`config.mk`:
```
export PLATFORM = sky130hd
export DESIGN_NAME = seeder_fault_monitor_top_flat
export DESIGN_NICKNAME = d
export VERILOG_FILES = /design/src/hw/rtl/sfm_pkg.sv /design/src/hw/rtl/sfm_chan_if.sv /design/src/hw/rtl/sfm_cfg_regs.sv /design/src/hw/rtl/sfm_div.sv /design/src/hw/rtl/sfm_datapath.sv /design/src/hw/rtl/sfm_ctrl.sv /design/src/hw/rtl/seeder_fault_monitor_top.sv /design/src/flat_wrapper.sv
export SDC_FILE = /design/constraint.sdc
export NUM_CORES = 1
export LEC_CHECK = 0
export ABC_AREA = 1
export BUFFER_PORTS_ARGS = -buffer_cell sky130_fd_sc_hd__buf_2
export CORE_MARGIN = 2
export CORE_UTILIZATION = 58
export CTS_CLUSTER_SIZE = 12
export DETAILED_ROUTE_END_ITERATION = 10
export PLACE_DENSITY = 0.77
export SLEW_MARGIN = 30
export SYNTH_ARGS = -nofsm -noshare
export SYNTH_HDL_FRONTEND = slang
export SYNTH_SLANG_ARGS = --single-unit
```
`constraint.sdc`:
```
create_clock -name clk -period 9.2 [get_ports clk]
set_clock_uncertainty 0.15 [all_clocks]
set_input_delay 0.46 -clock clk [delete_from_list [all_inputs] [get_ports clk]]
set_output_delay 0.46 -clock clk [all_outputs]
set_load 0.02 [all_outputs]
```
`src/hw/rtl/sfm_pkg.sv`:
```
// Shared types, constants and codes for the seeder fault monitor.
package sfm_pkg;

    localparam int SENSOR_W      = 8;
    localparam int PLANTER_PER_W = 16;
    localparam int PACKER_PER_W  = 8;
    localparam int LEVEL_W       = 5;
    localparam int LEVEL_INT_W   = 8;
    localparam int SPEED_W       = 16;
    localparam int FAULT_W       = 3;
    localparam int RATIO_W       = 4;
    localparam int CFG_INDEX_W   = 3;
    localparam int CFG_DATA_W    = 8;
    localparam int PLANTER_NUM_W = 32;
    localparam int PACKER_NUM_W  = 16;
    localparam int LEVEL_MUL_W   = 5;
    localparam int SCALED_W      = SENSOR_W + LEVEL_MUL_W;
    localparam int PROD_W        = RATIO_W + SPEED_W;

    localparam int DIV_NUM_W      = 32;
    localparam int DIV_DEN_W      = 16;
    localparam int DIV_RADIX_BITS = 4;
    localparam int DIV_STEPS      = DIV_NUM_W / DIV_RADIX_BITS;
    localparam int DIV_CNT_W      = $clog2(DIV_STEPS);

    localparam logic [PLANTER_PER_W-1:0] PLANTER_STOP = 16'hFFFF;
    localparam logic [PACKER_PER_W-1:0]  PACKER_STOP  = 8'hFF;
    localparam logic [SPEED_W-1:0]       SPEED_MAX    = 16'hFFFF;
    localparam logic [LEVEL_MUL_W-1:0]   LEVEL_MUL    = 5'd20;

    localparam logic [PLANTER_NUM_W-1:0] PLANTER_NUM_DEFAULT     = 32'd60000;
    localparam logic [PACKER_NUM_W-1:0]  PACKER_NUM_DEFAULT      = 16'd2550;
    localparam logic [LEVEL_INT_W-1:0]   LEVEL_FULL_SCALE_DEFAULT = 8'd20;

    typedef struct packed {
        logic [SENSOR_W-1:0]      left_sensor;
        logic [SENSOR_W-1:0]      right_sensor;
        logic [PLANTER_PER_W-1:0] planter_period;
        logic [PACKER_PER_W-1:0]  packer_period;
    } sample_t;

    typedef struct packed {
        logic [FAULT_W-1:0] fault_code;
        logic [LEVEL_W-1:0] left_level;
        logic [LEVEL_W-1:0] right_level;
        logic [SPEED_W-1:0] planter_speed;
        logic [SPEED_W-1:0] packer_speed;
    } result_t;

    typedef struct packed {
        logic [CFG_INDEX_W-1:0] index;
        logic [CFG_DATA_W-1:0]  value;
    } cfg_req_t;

    typedef struct packed {
        logic [SENSOR_W-1:0] left_empty_cal;
        logic [SENSOR_W-1:0] left_full_cal;
        logic [SENSOR_W-1:0] right_empty_cal;
        logic [SENSOR_W-1:0] right_full_cal;
        logic [RATIO_W-1:0]  slip_factor;
        logic [LEVEL_W-1:0]  level_low_threshold;
        logic [LEVEL_W-1:0]  level_release_threshold;
        logic                speed_check_enable;
    } cfg_t;

    typedef enum logic [CFG_INDEX_W-1:0] {
        CFG_LEFT_EMPTY    = 3'd0,
        CFG_LEFT_FULL     = 3'd1,
        CFG_RIGHT_EMPTY   = 3'd2,
        CFG_RIGHT_FULL    = 3'd3,
        CFG_SLIP_FACTOR   = 3'd4,
        CFG_LOW_THRESH    = 3'd5,
        CFG_RELEASE_THRESH = 3'd6,
        CFG_SPEED_ENABLE  = 3'd7
    } cfg_index_t;

    typedef enum logic [FAULT_W-1:0] {
        FAULT_NONE         = 3'd0,
        FAULT_PLANTER_STOP = 3'd1,
        FAULT_PACKER_STOP  = 3'd2,
        FAULT_PLANTER_SLIP = 3'd3,
        FAULT_PACKER_SLIP  = 3'd4,
        FAULT_LOW_RIGHT    = 3'd5,
        FAULT_LOW_LEFT     = 3'd6
    } fault_t;

    typedef enum logic [1:0] {
        OP_PLANTER = 2'd0,
        OP_PACKER  = 2'd1,
        OP_LEFT    = 2'd2,
        OP_RIGHT   = 2'd3
    } op_t;

    typedef enum logic [1:0] {
        S_IDLE   = 2'd0,
        S_START  = 2'd1,
        S_WAIT   = 2'd2,
        S_COMMIT = 2'd3
    } ctrl_state_t;

    typedef struct packed {
        logic load;
        logic div_start;
        logic div_store;
        logic commit;
        op_t  op;
    } dp_cmd_t;

    typedef struct packed {
        logic div_done;
        logic out_free;
    } dp_status_t;

endpackage

```
`src/hw/rtl/sfm_chan_if.sv`:
```
// Valid/ready channel interface carrying one request payload.
interface sfm_chan_if #(parameter type payload_t = logic);

    logic     valid;
    logic     ready;
    payload_t data;

    modport source (output valid, output data, input ready);
    modport sink (input valid, input data, output ready);

endinterface

```
`src/hw/rtl/sfm_cfg_regs.sv`:
```
// Configuration register file with write decode and reset values.
module sfm_cfg_regs
    import sfm_pkg::*;
(
    input  logic     clk,
    input  logic     rst_n,
    input  logic     wr_en,
    input  cfg_req_t wr_req,
    output cfg_t     cfg
);

    cfg_t cfg_reg;
    cfg_t cfg_next;

    always_comb
    begin
        cfg_next = cfg_reg;
        if (wr_en)
        begin
            case (cfg_index_t'(wr_req.index))
                CFG_LEFT_EMPTY:     cfg_next.left_empty_cal = wr_req.value;
                CFG_LEFT_FULL:      cfg_next.left_full_cal = wr_req.value;
                CFG_RIGHT_EMPTY:    cfg_next.right_empty_cal = wr_req.value;
                CFG_RIGHT_FULL:     cfg_next.right_full_cal = wr_req.value;
                CFG_SLIP_FACTOR:    cfg_next.slip_factor = wr_req.value[RATIO_W-1:0];
                CFG_LOW_THRESH:     cfg_next.level_low_threshold = wr_req.value[LEVEL_W-1:0];
                CFG_RELEASE_THRESH:
                    cfg_next.level_release_threshold = wr_req.value[LEVEL_W-1:0];
                CFG_SPEED_ENABLE:   cfg_next.speed_check_enable = wr_req.value[0];
                default:            cfg_next = cfg_reg;
            endcase
        end
    end

    always_ff @(posedge clk or negedge rst_n)
    begin
        if (!rst_n)
        begin
            cfg_reg.left_empty_cal          <= 8'd0;
            cfg_reg.left_full_cal           <= 8'd255;
            cfg_reg.right_empty_cal         <= 8'd0;
            cfg_reg.right_full_cal          <= 8'd255;
            cfg_reg.slip_factor             <= 4'd2;
            cfg_reg.level_low_threshold     <= 5'd4;
            cfg_reg.level_release_threshold <= 5'd6;
            cfg_reg.speed_check_enable      <= 1'b1;
        end
        else
        begin
            cfg_reg <= cfg_next;
        end
    end

    assign cfg = cfg_reg;

endmodule

```
`src/hw/rtl/sfm_div.sv`:
```
// Iterative restoring divider producing four quotient bits per cycle.
module sfm_div
    import sfm_pkg::*;
(
    input  logic                 clk,
    input  logic                 rst_n,
    input  logic                 start,
    input  logic [DIV_NUM_W-1:0] dividend,
    input  logic [DIV_DEN_W-1:0] divisor,
    output logic                 done,
    output logic [DIV_NUM_W-1:0] quotient
);

    logic [DIV_NUM_W-1:0] quo_reg;
    logic [DIV_DEN_W-1:0] rem_reg;
    logic [DIV_DEN_W-1:0] den_reg;
    logic [DIV_CNT_W-1:0] cnt_reg;
    logic                 busy_reg;
    logic                 done_reg;
    logic [DIV_DEN_W:0]   step_rem;
    logic [DIV_NUM_W-1:0] step_quo;

    always_comb
    begin
        step_rem = {1'b0, rem_reg};
        step_quo = quo_reg;
        for (int i = 0; i < DIV_RADIX_BITS; i++)
        begin
            step_rem = {step_rem[DIV_DEN_W-1:0], step_quo[DIV_NUM_W-1]};
            step_quo = {step_quo[DIV_NUM_W-2:0], 1'b0};
            if (step_rem >= {1'b0, den_reg})
            begin
                step_rem    = step_rem - {1'b0, den_reg};
                step_quo[0] = 1'b1;
            end
        end
    end

    always_ff @(posedge clk or negedge rst_n)
    begin
        if (!rst_n)
        begin
            busy_reg <= 1'b0;
            done_reg <= 1'b0;
            cnt_reg  <= '0;
        end
        else if (start)
        begin
            busy_reg <= 1'b1;
            done_reg <= 1'b0;
            cnt_reg  <= '0;
        end
        else if (busy_reg)
        begin
            cnt_reg <= cnt_reg + 1'b1;
            if (cnt_reg == DIV_CNT_W'(DIV_STEPS - 1))
            begin
                busy_reg <= 1'b0;
                done_reg <= 1'b1;
            end
        end
        else
        begin
            done_reg <= 1'b0;
        end
    end

    always_ff @(posedge clk)
    begin
        if (start)
        begin
            quo_reg <= dividend;
            rem_reg <= '0;
            den_reg <= divisor;
        end
        else if (busy_reg)
        begin
            quo_reg <= step_quo;
            rem_reg <= step_rem[DIV_DEN_W-1:0];
        end
    end

    assign done     = done_reg;
    assign quotient = quo_reg;

endmodule

```
`src/hw/rtl/sfm_datapath.sv`:
```
// Datapath: sample capture, divider operands, fault priority and result register.
module sfm_datapath
    import sfm_pkg::*;
#(
    parameter logic [PLANTER_NUM_W-1:0] PLANTER_SPEED_NUMERATOR = PLANTER_NUM_DEFAULT,
    parameter logic [PACKER_NUM_W-1:0]  PACKER_SPEED_NUMERATOR  = PACKER_NUM_DEFAULT,
    parameter logic [LEVEL_INT_W-1:0]   LEVEL_FULL_SCALE        = LEVEL_FULL_SCALE_DEFAULT
)
(
    input  logic       clk,
    input  logic       rst_n,
    input  sample_t    sample_data,
    input  cfg_t       cfg,
    input  dp_cmd_t    cmd,
    output dp_status_t status,
    output logic       result_valid,
    input  logic       result_ready,
    output result_t    result_data
);

    sample_t                smp_reg;
    logic [SPEED_W-1:0]     pl_q_reg;
    logic [SPEED_W-1:0]     pk_q_reg;
    logic [LEVEL_INT_W-1:0] lvl_l_reg;
    logic [LEVEL_INT_W-1:0] lvl_r_reg;
    logic                   right_low_reg;
    logic                   right_low_next;
    logic                   left_low_reg;
    logic                   left_low_next;
    logic                   out_valid_reg;
    result_t                out_reg;

    logic [SENSOR_W-1:0]  left_off;
    logic [SENSOR_W-1:0]  right_off;
    logic [SENSOR_W-1:0]  left_span;
    logic [SENSOR_W-1:0]  right_span;
    logic [SCALED_W-1:0]  left_scaled;
    logic [SCALED_W-1:0]  right_scaled;
    logic                 left_zero;
    logic                 right_zero;
    logic [DIV_NUM_W-1:0] div_num;
    logic [DIV_DEN_W-1:0] div_den;
    logic                 div_done;
    logic [DIV_NUM_W-1:0] div_quo;
    logic [SPEED_W-1:0]   quo_sat;
    logic [LEVEL_INT_W-1:0] quo_level;

    logic                 pl_stop;
    logic                 pk_stop;
    logic [PROD_W-1:0]    pl_prod;
    logic [PROD_W-1:0]    pk_prod;
    fault_t               fault;

    assign left_off     = smp_reg.left_sensor - cfg.left_empty_cal;
    assign right_off    = smp_reg.right_sensor - cfg.right_empty_cal;
    assign left_span    = cfg.left_full_cal - cfg.left_empty_cal;
    assign right_span   = cfg.right_full_cal - cfg.right_empty_cal;
    assign left_scaled  = SCALED_W'(left_off) * SCALED_W'(LEVEL_MUL);
    assign right_scaled = SCALED_W'(right_off) * SCALED_W'(LEVEL_MUL);
    assign left_zero    = (smp_reg.left_sensor < cfg.left_empty_cal) || (left_span == '0);
    assign right_zero   = (smp_reg.right_sensor < cfg.right_empty_cal) || (right_span == '0);

    always_comb
    begin
        case (cmd.op)
            OP_PLANTER:
            begin
                div_num = DIV_NUM_W'(PLANTER_SPEED_NUMERATOR);
                div_den = DIV_DEN_W'(smp_reg.planter_period);
            end
            OP_PACKER:
            begin
                div_num = DIV_NUM_W'(PACKER_SPEED_NUMERATOR);
                div_den = DIV_DEN_W'(smp_reg.packer_period);
            end
            OP_LEFT:
            begin
                div_num = DIV_NUM_W'(left_scaled);
                div_den = DIV_DEN_W'(left_span);
            end
            default:
            begin
                div_num = DIV_NUM_W'(right_scaled);
                div_den = DIV_DEN_W'(right_span);
            end
        endcase
    end

    sfm_div u_div (
        .clk      (clk),
        .rst_n    (rst_n),
        .start    (cmd.div_start),
        .dividend (div_num),
        .divisor  (div_den),
        .done     (div_done),
        .quotient (div_quo)
    );

    // A zero period divides to all ones, which saturates like any overflow.
    assign quo_sat   = (|div_quo[DIV_NUM_W-1:SPEED_W]) ? SPEED_MAX : div_quo[SPEED_W-1:0];
    assign quo_level = (div_quo > DIV_NUM_W'(LEVEL_FULL_SCALE)) ? LEVEL_FULL_SCALE
                                                                : div_quo[LEVEL_INT_W-1:0];

    always_ff @(posedge clk)
    begin
        if (cmd.load)
        begin
            smp_reg <= sample_data;
        end
        if (cmd.div_store)
        begin
            case (cmd.op)
                OP_PLANTER: pl_q_reg <= quo_sat;
                OP_PACKER:  pk_q_reg <= quo_sat;
                OP_LEFT:    lvl_l_reg <= left_zero ? '0 : quo_level;
                default:    lvl_r_reg <= right_zero ? '0 : quo_level;
            endcase
        end
    end

    assign pl_stop = (smp_reg.planter_period == PLANTER_STOP);
    assign pk_stop = (smp_reg.packer_period == PACKER_STOP);
    assign pl_prod = PROD_W'(cfg.slip_factor) * PROD_W'(pl_q_reg);
    assign pk_prod = PROD_W'(cfg.slip_factor) * PROD_W'(pk_q_reg);

    always_comb
    begin
        fault          = FAULT_NONE;
        right_low_next = right_low_reg;
        left_low_next  = left_low_reg;
        if (pl_stop && !pk_stop)
        begin
            fault = FAULT_PLANTER_STOP;
        end
        else if (pk_stop && !pl_stop)
        begin
            fault = FAULT_PACKER_STOP;
        end
        else if (cfg.speed_check_enable && (PROD_W'(pk_q_reg) > pl_prod))
        begin
            fault = FAULT_PLANTER_SLIP;
        end
        else if (cfg.speed_check_enable && (PROD_W'(pl_q_reg) > pk_prod))
        begin
            fault = FAULT_PACKER_SLIP;
        end
        else if ((lvl_r_reg < LEVEL_INT_W'(cfg.level_low_threshold)) && !right_low_reg)
        begin
            fault          = FAULT_LOW_RIGHT;
            right_low_next = 1'b1;
        end
        else if ((lvl_l_reg < LEVEL_INT_W'(cfg.level_low_threshold)) && !left_low_reg)
        begin
            fault         = FAULT_LOW_LEFT;
            left_low_next = 1'b1;
        end
        else
        begin
            if (lvl_r_reg >= LEVEL_INT_W'(cfg.level_release_threshold))
            begin
                right_low_next = 1'b0;
            end
            if (lvl_l_reg >= LEVEL_INT_W'(cfg.level_release_threshold))
            begin
                left_low_next = 1'b0;
            end
        end
    end

    always_ff @(posedge clk or negedge rst_n)
    begin
        if (!rst_n)
        begin
            right_low_reg <= 1'b0;
            left_low_reg  <= 1'b0;
            out_valid_reg <= 1'b0;
        end
        else
        begin
            if (cmd.commit)
            begin
                right_low_reg <= right_low_next;
                left_low_reg  <= left_low_next;
                out_valid_reg <= 1'b1;
            end
            else if (result_ready)
            begin
                out_valid_reg <= 1'b0;
            end
        end
    end

    always_ff @(posedge clk)
    begin
        if (cmd.commit)
        begin
            out_reg.fault_code    <= fault;
            out_reg.left_level    <= lvl_l_reg[LEVEL_W-1:0];
            out_reg.right_level   <= lvl_r_reg[LEVEL_W-1:0];
            out_reg.planter_speed <= pl_stop ? '0 : pl_q_reg;
            out_reg.packer_speed  <= pk_stop ? '0 : pk_q_reg;
        end
    end

    assign status.div_done = div_done;
    assign status.out_free = !out_valid_reg || result_ready;
    assign result_valid    = out_valid_reg;
    assign result_data     = out_reg;

endmodule

```
`src/hw/rtl/sfm_ctrl.sv`:
```
// Controller state machine sequencing the four divisions and the result commit.
module sfm_ctrl
    import sfm_pkg::*;
(
    input  logic       clk,
    input  logic       rst_n,
    input  logic       sample_valid,
    output logic       sample_ready,
    output dp_cmd_t    cmd,
    input  dp_status_t status
);

    ctrl_state_t state_reg;
    ctrl_state_t state_next;
    op_t         op_reg;
    op_t         op_next;

    always_ff @(posedge clk or negedge rst_n)
    begin
        if (!rst_n)
        begin
            state_reg <= S_IDLE;
            op_reg    <= OP_PLANTER;
        end
        else
        begin
            state_reg <= state_next;
            op_reg    <= op_next;
        end
    end

    always_comb
    begin
        state_next    = state_reg;
        op_next       = op_reg;
        sample_ready  = 1'b0;
        cmd.load      = 1'b0;
        cmd.div_start = 1'b0;
        cmd.div_store = 1'b0;
        cmd.commit    = 1'b0;
        cmd.op        = op_reg;
        case (state_reg)
            S_IDLE:
            begin
                sample_ready = 1'b1;
                if (sample_valid)
                begin
                    cmd.load   = 1'b1;
                    op_next    = OP_PLANTER;
                    state_next = S_START;
                end
            end
            S_START:
            begin
                cmd.div_start = 1'b1;
                state_next    = S_WAIT;
            end
            S_WAIT:
            begin
                if (status.div_done)
                begin
                    cmd.div_store = 1'b1;
                    if (op_reg == OP_RIGHT)
                    begin
                        state_next = S_COMMIT;
                    end
                    else
                    begin
                        op_next    = op_t'(op_reg + 2'd1);
                        state_next = S_START;
                    end
                end
            end
            S_COMMIT:
            begin
                if (status.out_free)
                begin
                    cmd.commit = 1'b1;
                    state_next = S_IDLE;
                end
            end
            default:
            begin
                state_next = S_IDLE;
            end
        endcase
    end

`ifndef NO_ASSERTIONS
    a_accept_starts_planter: assert property (@(posedge clk) disable iff (!rst_n)
        sample_valid && sample_ready |=> state_reg == S_START && op_reg == OP_PLANTER)
        else $error("Accepted request did not start the planter division.");

    a_done_only_in_wait: assert property (@(posedge clk) disable iff (!rst_n)
        status.div_done |-> state_reg == S_WAIT)
        else $error("Divider finished outside the wait state.");

    a_commit_after_last_op: assert property (@(posedge clk) disable iff (!rst_n)
        $rose(state_reg == S_COMMIT) |-> $past(op_reg) == OP_RIGHT)
        else $error("Commit reached before all four divisions finished.");
`endif

endmodule

```
`src/hw/rtl/seeder_fault_monitor_top.sv`:
```
// Seeder fault monitor top level: channels, configuration registers, control and datapath.
//
// The sample channel takes one request holding both hopper sensor bytes and
// both wheel pulse periods. The result channel returns one request per sample
// with the fault code, both fill levels and both wheel speeds. The cfg channel
// writes one configuration register per request; it is always ready and must
// only be used while no sample is in flight.
// A sample is taken only when the block is idle. The four divisions (planter
// speed, packer speed, left level, right level) run one after another on a
// single divider that yields four quotient bits per cycle.
// The result becomes valid once the right level division is done and the output
// register is free; a new sample is accepted only after that result is committed.
// The result sits in an output register, so the next sample is accepted while
// an earlier result waits; if the receiver stalls, the block holds the new
// result back until the old one is taken.
// Reset clears the state machine, the low-level latches and the result valid,
// and loads the configuration registers with their default values.
module seeder_fault_monitor_top
    import sfm_pkg::*;
#(
    parameter logic [PLANTER_NUM_W-1:0] PLANTER_SPEED_NUMERATOR = PLANTER_NUM_DEFAULT,
    parameter logic [PACKER_NUM_W-1:0]  PACKER_SPEED_NUMERATOR  = PACKER_NUM_DEFAULT,
    parameter logic [LEVEL_INT_W-1:0]   LEVEL_FULL_SCALE        = LEVEL_FULL_SCALE_DEFAULT
)
(
    input logic       clk,
    input logic       rst_n,
    sfm_chan_if.sink   sample,
    sfm_chan_if.source result,
    sfm_chan_if.sink   cfg
);

    cfg_t       cfg_vals;
    dp_cmd_t    cmd;
    dp_status_t status;
    logic       sample_ready;
    logic       result_valid;
    result_t    result_data;

    assign cfg.ready    = 1'b1;
    assign sample.ready = sample_ready;
    assign result.valid = result_valid;
    assign result.data  = result_data;

    sfm_cfg_regs u_cfg_regs (
        .clk    (clk),
        .rst_n  (rst_n),
        .wr_en  (cfg.valid),
        .wr_req (cfg.data),
        .cfg    (cfg_vals)
    );

    sfm_ctrl u_ctrl (
        .clk          (clk),
        .rst_n        (rst_n),
        .sample_valid (sample.valid),
        .sample_ready (sample_ready),
        .cmd          (cmd),
        .status       (status)
    );

    sfm_datapath #(
        .PLANTER_SPEED_NUMERATOR (PLANTER_SPEED_NUMERATOR),
        .PACKER_SPEED_NUMERATOR  (PACKER_SPEED_NUMERATOR),
        .LEVEL_FULL_SCALE        (LEVEL_FULL_SCALE)
    ) u_datapath (
        .clk          (clk),
        .rst_n        (rst_n),
        .sample_data  (sample.data),
        .cfg          (cfg_vals),
        .cmd          (cmd),
        .status       (status),
        .result_valid (result_valid),
        .result_ready (result.ready),
        .result_data  (result_data)
    );

endmodule
```
`src/flat_wrapper.sv`:
```
// flat-port wrapper written by rule: the top's interface ports become plain ports
module seeder_fault_monitor_top_flat import sfm_pkg::*;
#(
    parameter logic [PLANTER_NUM_W-1:0] PLANTER_SPEED_NUMERATOR = PLANTER_NUM_DEFAULT,
    parameter logic [PACKER_NUM_W-1:0]  PACKER_SPEED_NUMERATOR  = PACKER_NUM_DEFAULT,
    parameter logic [LEVEL_INT_W-1:0]   LEVEL_FULL_SCALE        = LEVEL_FULL_SCALE_DEFAULT
)
  (clk, rst_n, sample_valid, sample_data, sample_ready, result_valid, result_data, result_ready, cfg_valid, cfg_data, cfg_ready);
  sfm_chan_if sample_i ();
  sfm_chan_if result_i ();
  sfm_chan_if cfg_i ();
  input logic clk;
  input logic rst_n;
  input wire logic [$bits(sample_i.valid)-1:0] sample_valid;
  input wire logic [$bits(sample_i.data)-1:0] sample_data;
  output wire logic [$bits(sample_i.ready)-1:0] sample_ready;
  output wire logic [$bits(result_i.valid)-1:0] result_valid;
  output wire logic [$bits(result_i.data)-1:0] result_data;
  input wire logic [$bits(result_i.ready)-1:0] result_ready;
  input wire logic [$bits(cfg_i.valid)-1:0] cfg_valid;
  input wire logic [$bits(cfg_i.data)-1:0] cfg_data;
  output wire logic [$bits(cfg_i.ready)-1:0] cfg_ready;
  assign sample_i.valid = sample_valid;
  assign sample_i.data = sample_data;
  assign sample_ready = sample_i.ready;
  assign result_valid = result_i.valid;
  assign result_data = result_i.data;
  assign result_i.ready = result_ready;
  assign cfg_i.valid = cfg_valid;
  assign cfg_i.data = cfg_data;
  assign cfg_ready = cfg_i.ready;
  seeder_fault_monitor_top #(.PLANTER_SPEED_NUMERATOR(PLANTER_SPEED_NUMERATOR), .PACKER_SPEED_NUMERATOR(PACKER_SPEED_NUMERATOR), .LEVEL_FULL_SCALE(LEVEL_FULL_SCALE)) u_core (.clk(clk), .rst_n(rst_n), .sample(sample_i), .result(result_i), .cfg(cfg_i));
endmodule
```
==> qor.txt, run 1 <==
die area: 0.0108 mm²
worst path required time: 9280 ps
clock sinks: 64
Final Net Count: 898
EDFF count, synth: 37
Syn Area/Cell: 6.99 µm²
number of diodes: 0
Post-Layout Cell Count: 987
GRT Residual Overflow: 0
Tmin final: 8470 ps
Setup violations, final: 0
Max-slew headroom: 37.6%
Worst setup EP type: flip-flop
max frequency: 118 MHz
dominant cell type by area after synthesis: edfxtp_1
CP max stage cell: edfxtp_1
vias in the first global route: 5285
HP Class: primary input to flip-flop
worst skew pair latency: 350 ps
port buffer count: 9
Register Area: 0.00171 mm²
Slew @ Worst Pin: 932 ps
synth top area cells: edfxtp_1 (19%), nand2_1 (15%), ha_1 (8.2%)
asr flop ratio synth: 17.2%
Finished Cell Area: 0.00626 mm²
largest net degree at the start of global routing: 32
initial antenna violation count: 0
min setup slack post-route: 725 ps
H-tree lvl count: 3
FP Rows: 36
area delta synth->final: 7.73%
Yosys cell types: 45
clk root buf: clkbuf_8
DR WL/cell: 15.0 µm
Via Count: 5521
Final period util: 92.1%
initial drt markers: 393
gpl congestion: 1.01
Initial Util: 59.7%
share of the yosys chip area belonging to registers: 29.4%
Post-Synthesis Net Count: 880
die width: 104 µm
height of the die: 104 µm
clock buffer depth: 2
Yosys reg bits: 64
multi-input logic area: 0.00359 mm²
Cell Area, Synth: 0.00581 mm²
DP Wirelength: 11600 µm
crit path launch type: flip-flop
CP max stage delay: 440 ps
CP Class: flip-flop to flip-flop
Final Hold Viols: 0
CP most frequent cell: inv_1
Max FO, Critical Path: 11
Synth Flop Type: edfxtp_1
max-slew violation count: 0
Setup WS pre-CTS: -42.0 ps
antenna-violating nets left: 0
First-pass DRT Iterations: 5
drt total wl: 14800 µm
CTS tree: yes
Cell Count Post-Placement: 962
post-synthesis cell count: 831
I/O pins: 11
CP arrival: 8550 ps
first-pass GRT wire length: 24300 µm
top-count cell post-synth: nand2_1
Placed Area: 0.00596 mm²
outcome: complete, no violations
post-DR vias/cell: 5.59
Synth top cells by count: nand2_1 (232), inv_1 (111), nor2_1 (70), nand3_1 (68), ha_1 (38)
Max Cap Viol: 0
Synth Warn #: 0
# fillers: 915
clk slew on worst S/H paths: 80 ps
share of cells above drive strength 1: 13.7%
GRT Total Usage: 27.5%
Placeable Area: 0.00973 mm²
max reg flops: 32
Yosys top cell area share: 19.1%
CTS buffer count: 9
worst reg2reg setup slack: 730 ps
DR DRC count: 0
-- what timing repair did --
action / 4_1_cts / 5_1_grt
setup buffers: 1 / 7
endpoints found under the setup margin: 12 / 17
hold buffers: 1 / 0
pin swaps: 1 / 4
gates resized for setup: 0 / 12
endpoints found under the hold margin: 11 / 0
-- kinds of logic after synthesis --
family                     synth area share, %
buffers and inverters                     9.47
other                                   0.0645
adders and majority gates                 9.56
and+or+nand+nor                           37.9
DFF                                       29.4
AOI/OAI and AO/OA                         8.85
xor gates and xnor gates                  4.82
-- final timing paths --
kind | start | to | depth (start not counted)
setup / recovery | u_core.u_datapath.u_div.quotient[31] | u_core.u_datapath.u_div.rem_reg[5] | 50
hold / removal | sample_data | u_core.u_datapath.smp_reg[0] | 1
max in group asynchronous | rst_n | u_core.u_datapath.u_div.cnt_reg[1] | 2
hold reg to reg | u_core.u_datapath.pk_q_reg[0] | u_core.u_datapath.result_data[0] | 0
min in group asynchronous | rst_n | u_core.u_datapath.u_div.busy_reg | 2
setup reg to reg | u_core.u_datapath.u_div.quotient[31] | u_core.u_datapath.u_div.rem_reg[5] | 50
-- area by class of cell --
type                       count  area share [%]
multi-input combinational    630            57.3
sequential                    64            27.3
inverter                     122            7.32
tap                          133            2.66
timing repair buffer          22            2.58
clock buffer                   9            1.98
clock inverter                 7           0.859
-- critical path, delay by kind of cell (launching register included) --
family | cells | cell delay (ps)
AND/OR/NAND/NOR | 24 | 3390
AO/OA/AOI/OAI | 12 | 1860
flip-flops | 1 | 440
adder cells (fa/ha/maj) | 5 | 1540
buffers and inverters | 8 | 780
XOR/XNOR | 1 | 140
-- stage by stage --
stage	setup TNS (ps)	hold WS [ps]	utilization (%)
CTS	0	120	63.3
global placement	0	192	61.3
floorplan	0	14.4	-
finish	0	130	64.3
global route	-30.8	140	64.3
detailed placement	-101	199	61.3
-- layer usage --
layer | share of wire (%) | wire, µm | GRT usage [%]
met5 | 0 | 0 | 0
met3 | 6.1 | 901 | 3.45
met2 | 48 | 7060 | 47.0
met1 | 42 | 6260 | 34.7
met4 | 4.1 | 601 | 12.6
-- cells in the final DEF (no fill, tap or decap), types with 11 or more instances in the layout --
cell type / count
nand3_2: 13
nand2_2: 13
nor2_1: 67
inv_1: 110
dfxtp_1: 16
ha_1: 38
inv_2: 12
dfrtp_1: 11
nand2_1: 231
nand4_1: 19
nand3_1: 66
xnor2_1: 16
a21oi_1: 25
edfxtp_1: 37
xor2_1: 16
o21ai_0: 36
Power of run 1 is left out: the tool's default activity adds up to more than one toggle a clock period on the data nets, which glitch-free logic cannot reach.
==> run 2: changes to the inputs <==
CORE_ASPECT_RATIO = 0.8   (was default)
CORE_UTILIZATION = 45   (was 58)
PLACE_DENSITY = default   (was 0.77)
==> run 2 against run 1 <==
Non-clock buffer count increased by 3. First-iteration DRC count increased by 16%. Critical path depth decreased by 1. Critical path type unchanged. Largest cell class unchanged.
==> qor.txt, run 2 (same netlist as run 1, synthesis figures left out) <==
max frequency: 118 MHz
Max-slew headroom: 54.9%
GRT Total Usage: 23.7%
min-delay src: sample_data
Setup violations, final: 0
Setup WS pre-CTS: 73.4 ps
Via Count: 5416
port buffer count: 9
Initial Util: 45.6%
Max FO, Critical Path: 16
gpl congestion: 0.932
most common cell after layout, fill and taps aside: nand2_1
I/O pins: 11
Placeable Area: 0.0127 mm²
GRT Residual Overflow: 0
crit path launch type: flip-flop
share of cells above drive strength 1: 14.4%
outcome: complete, no violations
first-pass GRT wire length: 25000 µm
clock sinks: 64
min setup slack post-route: 737 ps
antenna-violating nets left: 0
area delta synth->final: 11.1%
height of the die: 106 µm
worst path required time: 9270 ps
FF-to-FF Start: u_core.u_datapath.u_div.den_reg[6]
H-tree lvl count: 3
worst skew pair latency: 330 ps
die width: 131 µm
First-pass DRT Iterations: 6
Fin Setup TNS: 0 ps
RSZ-0062 raised after global routing: false
clk slew on worst S/H paths: 60 ps
DP Wirelength: 12500 µm
vias in the first global route: 4944
DR WL/cell: 15.4 µm
number of diodes: 0
CP Class: flip-flop to flip-flop
Worst setup EP type: flip-flop
CTS tree: yes
commonest cells after routing, fill and taps aside: nand2_1 (231), inv_1 (109), nand3_1 (66)
largest net degree at the start of global routing: 33
CP arrival: 8540 ps
DR DRC count: 0
max reg flops: 32
FP Rows: 37
Tmin final: 8460 ps
Reg2Reg Depth: 49
max-slew violation count: 0
Final period util: 92.0%
clock buffer depth: 2
fin util: 50.7%
Slew @ Worst Pin: 675 ps
drt total wl: 15900 µm
CP max stage delay: 480 ps
clk root buf: clkbuf_16
HP Class: primary input to flip-flop
die area: 0.0138 mm²
Max Cap Viol: 0
cell count of the worst hold path: 1
Worst Setup SP: u_core.u_datapath.u_div.den_reg[6]
CP max stage cell: fa_1
Final Hold Viols: 0
post-DR vias/cell: 5.25
Final Net Count: 901
initial drt markers: 456
CTS buffer count: 9
initial antenna violation count: 0
## run 2: what timing repair did
| item | 4_1_cts | 5_1_grt |
|---|---|---|
| setup endpoints to repair | 0 | 17 |
| resized for setup | 0 | 15 |
| buffers inserted | 0 | 9 |
| endpoints found under the hold margin | 11 | 0 |
| hold buffers | 1 | 0 |
## run 2: routing by layer
metal / wire length, µm / vias up / GRT usage [%]
met5: 0 / - / 0
met3: 920 / 20 / 3.96
li1: - / 2750 / -
met2: 6530 / 172 / 33.5
met1: 8190 / 2474 / 37.2
met4: 255 / 0 / 5.78
## run 2: worst paths after layout
| check | slack, ps | endpoint |
|---|---|---|
| max in group asynchronous | 8330 | u_core.u_datapath.u_div.cnt_reg[1] |
| min | 150 | u_core.u_datapath.smp_reg[0] |
| max reg2reg | 740 | u_core.u_datapath.u_div.rem_reg[14] |
| min reg2reg | 280 | u_core.u_datapath.result_data[0] |
| max | 740 | u_core.u_datapath.u_div.rem_reg[14] |
| min in group asynchronous | 370 | u_core.u_datapath.result_valid |
## run 2: through the flow
stage	instances	cell area, µm²	hold WS [ps]
2_1_floorplan	831	5810	14.4
3_3_place_gp	1006	6030	193
3_5_place_dp	1006	6030	192
4_1_cts	1023	6340	143
5_1_grt	1032	6450	141
6_report	1032	6450	152
## run 2: worst max-delay path: cells and delay by family, from the launching register on
family	cells	cell delay, ps
adder cells (fa/ha/maj)	4	1450
AND/OR/NAND/NOR	23	3470
AO/OA/AOI/OAI	13	1830
buffers and inverters	8	910
flip-flops	1	400
XOR/XNOR	1	140
## run 2: layout make-up
type	instances	area, µm²
Clock inverter	5	35.0
Clock buffer	11	264
Tap cell	175	219
Multi-Input combinational cell	630	3600
Inverter	122	465
Fill cell	1287	6280
Sequential cell	64	1710
Timing Repair Buffer	25	165
Power of run 2 is left out for the same reason.
==> run 3: changes to the inputs <==
BUFFER_PORTS_ARGS = default   (was -buffer_cell sky130_fd_sc_hd__buf_2)
CORE_ASPECT_RATIO = default   (was 0.8)
DONT_BUFFER_PORTS = 1   (was default)
SKIP_LAST_GASP = 1   (was default)
==> run 3 against run 2 <==
Via count down 1.8%. Highest routed layer unchanged. Largest cell class unchanged. Count of clock-buffer cells in the layout down 2. Core utilization up 0.72 points.
==> qor.txt, run 3 (same netlist as run 1, synthesis figures left out) <==
CP arrival: 8700 ps
CP Class: flip-flop to flip-flop
fin util: 51.4%
DP Wirelength: 11900 µm
worst path required time: 9310 ps
worst skew pair latency: 320 ps
First-pass DRT Iterations: 5
CP max stage cell: edfxtp_1
vias in the first global route: 4902
antenna-violating nets left: 0
# fillers: 1280
Final Net Count: 895
Setup violations, final: 0
Finished Cell Area: 0.00649 mm²
Initial Util: 46.0%
share of cells above drive strength 1: 13.5%
max frequency: 116 MHz
Final period util: 93.4%
gpl congestion: 0.920
Max Cap Viol: 0
Fin Setup TNS: 0 ps
DR WL/cell: 14.8 µm
GRT Total Usage: 21.5%
height of the die: 118 µm
Slew @ Worst Pin: 510 ps
first-pass GRT wire length: 24400 µm
port buffer count: 0
CTS buffer count: 9
post-DR vias/cell: 5.20
Placed Area: 0.00600 mm²
Post-Layout Cell Count: 1023
most common cell after layout, fill and taps aside: nand2_1
max-slew violation count: 0
GRT Residual Overflow: 0
clk root buf: clkbuf_16
Tmin final: 8590 ps
CP max stage delay: 500 ps
number of diodes: 0
die area: 0.0138 mm²
HP Class: primary input to flip-flop
initial antenna violation count: 0
CP most frequent cell: nand2_1
Worst setup EP type: flip-flop
initial drt markers: 334
Final Hold Viols: 0
drt total wl: 15100 µm
Max FO, Critical Path: 16
FP Rows: 41
Max-slew headroom: 65.6%
clock sinks: 64
Cell Count Post-Placement: 996
clk slew on worst S/H paths: 60 ps
outcome: complete, no violations
Placeable Area: 0.0126 mm²
largest net degree at the start of global routing: 33
DR DRC count: 0
commonest cells after routing, fill and taps aside: nand2_1 (231), inv_1 (109), nor2_1 (67), nand3_1 (67), edfxtp_1 (37)
Via Count: 5318
H-tree lvl count: 3
clock buffer depth: 2
crit path launch type: flip-flop
I/O pins: 11
CTS tree: yes
die width: 118 µm
area delta synth->final: 11.7%
max reg flops: 32
## run 3: final timing paths
kind | end | slack [ps] | start | depth (start not counted)
setup / recovery | u_core.u_datapath.u_div.rem_reg[7] | 610 | u_core.u_datapath.u_div.den_reg[6] | 46
hold / removal | u_core.u_datapath.smp_reg[0] | 90 | sample_data | 0
setup reg to reg | u_core.u_datapath.u_div.rem_reg[7] | 610 | u_core.u_datapath.u_div.den_reg[6] | 46
hold reg to reg | u_core.u_datapath.result_data[0] | 280 | u_core.u_datapath.pk_q_reg[0] | 0
max in group asynchronous | u_core.u_datapath.u_div.cnt_reg[1] | 8150 | rst_n | 1
min in group asynchronous | u_core.u_ctrl.state_reg[0] | 400 | rst_n | 1
## run 3: area by class of cell
type / instances / area [µm²] / share of cell area [%]
Clock buffer: 9 / 225 / 3.47
Clock inverter: 7 / 110 / 1.70
Inverter: 122 / 465 / 7.17
Multi-Input combinational cell: 631 / 3630 / 55.9
Sequential cell: 64 / 1710 / 26.3
Tap cell: 172 / 215 / 3.32
Timing Repair Buffer: 17 / 130 / 2.01
Timing Repair inverter: 1 / 7.51 / 0.116
## run 3: worst max-delay path: cells and delay by family (launching register included)
| kind | cells | cell delay, ps |
|---|---|---|
| compound gates | 11 | 2060 |
| fa+ha+maj | 4 | 1310 |
| buf+inv | 7 | 1020 |
| flops | 1 | 500 |
| simple gates | 24 | 3470 |
## run 3: repair_timing
action                                  4_1_cts  5_1_grt
endpoints found under the hold margin        11        0
endpoints found under the setup margin        0       17
hold buffers                                  1        0
gates resized for setup                       0       18
setup buffers                                 0        8
## run 3: per-stage QoR
| stage | worst slack (ps) | hold slack [ps] |
|---|---|---|
| floorplan | 594 | 14.4 |
| global placement | 351 | 14.7 |
| detailed placement | 155 | 14.7 |
| CTS | 119 | 77.2 |
| global route | -76.7 | 70.0 |
| finish | 606 | 85.2 |
## run 3: routing by layer
| layer | global-route usage (%) | vias to the layer above | part of all wire (%) |
|---|---|---|---|
| met4 | 2.79 | 0 | 0.55 |
| met3 | 2.76 | 10 | 4.0 |
| li1 | - | 2731 | - |
| met5 | 0 | - | 0 |
| met1 | 31.8 | 2445 | 49 |
| met2 | 34.5 | 132 | 46 |
Power of run 3 is left out for the same reason.
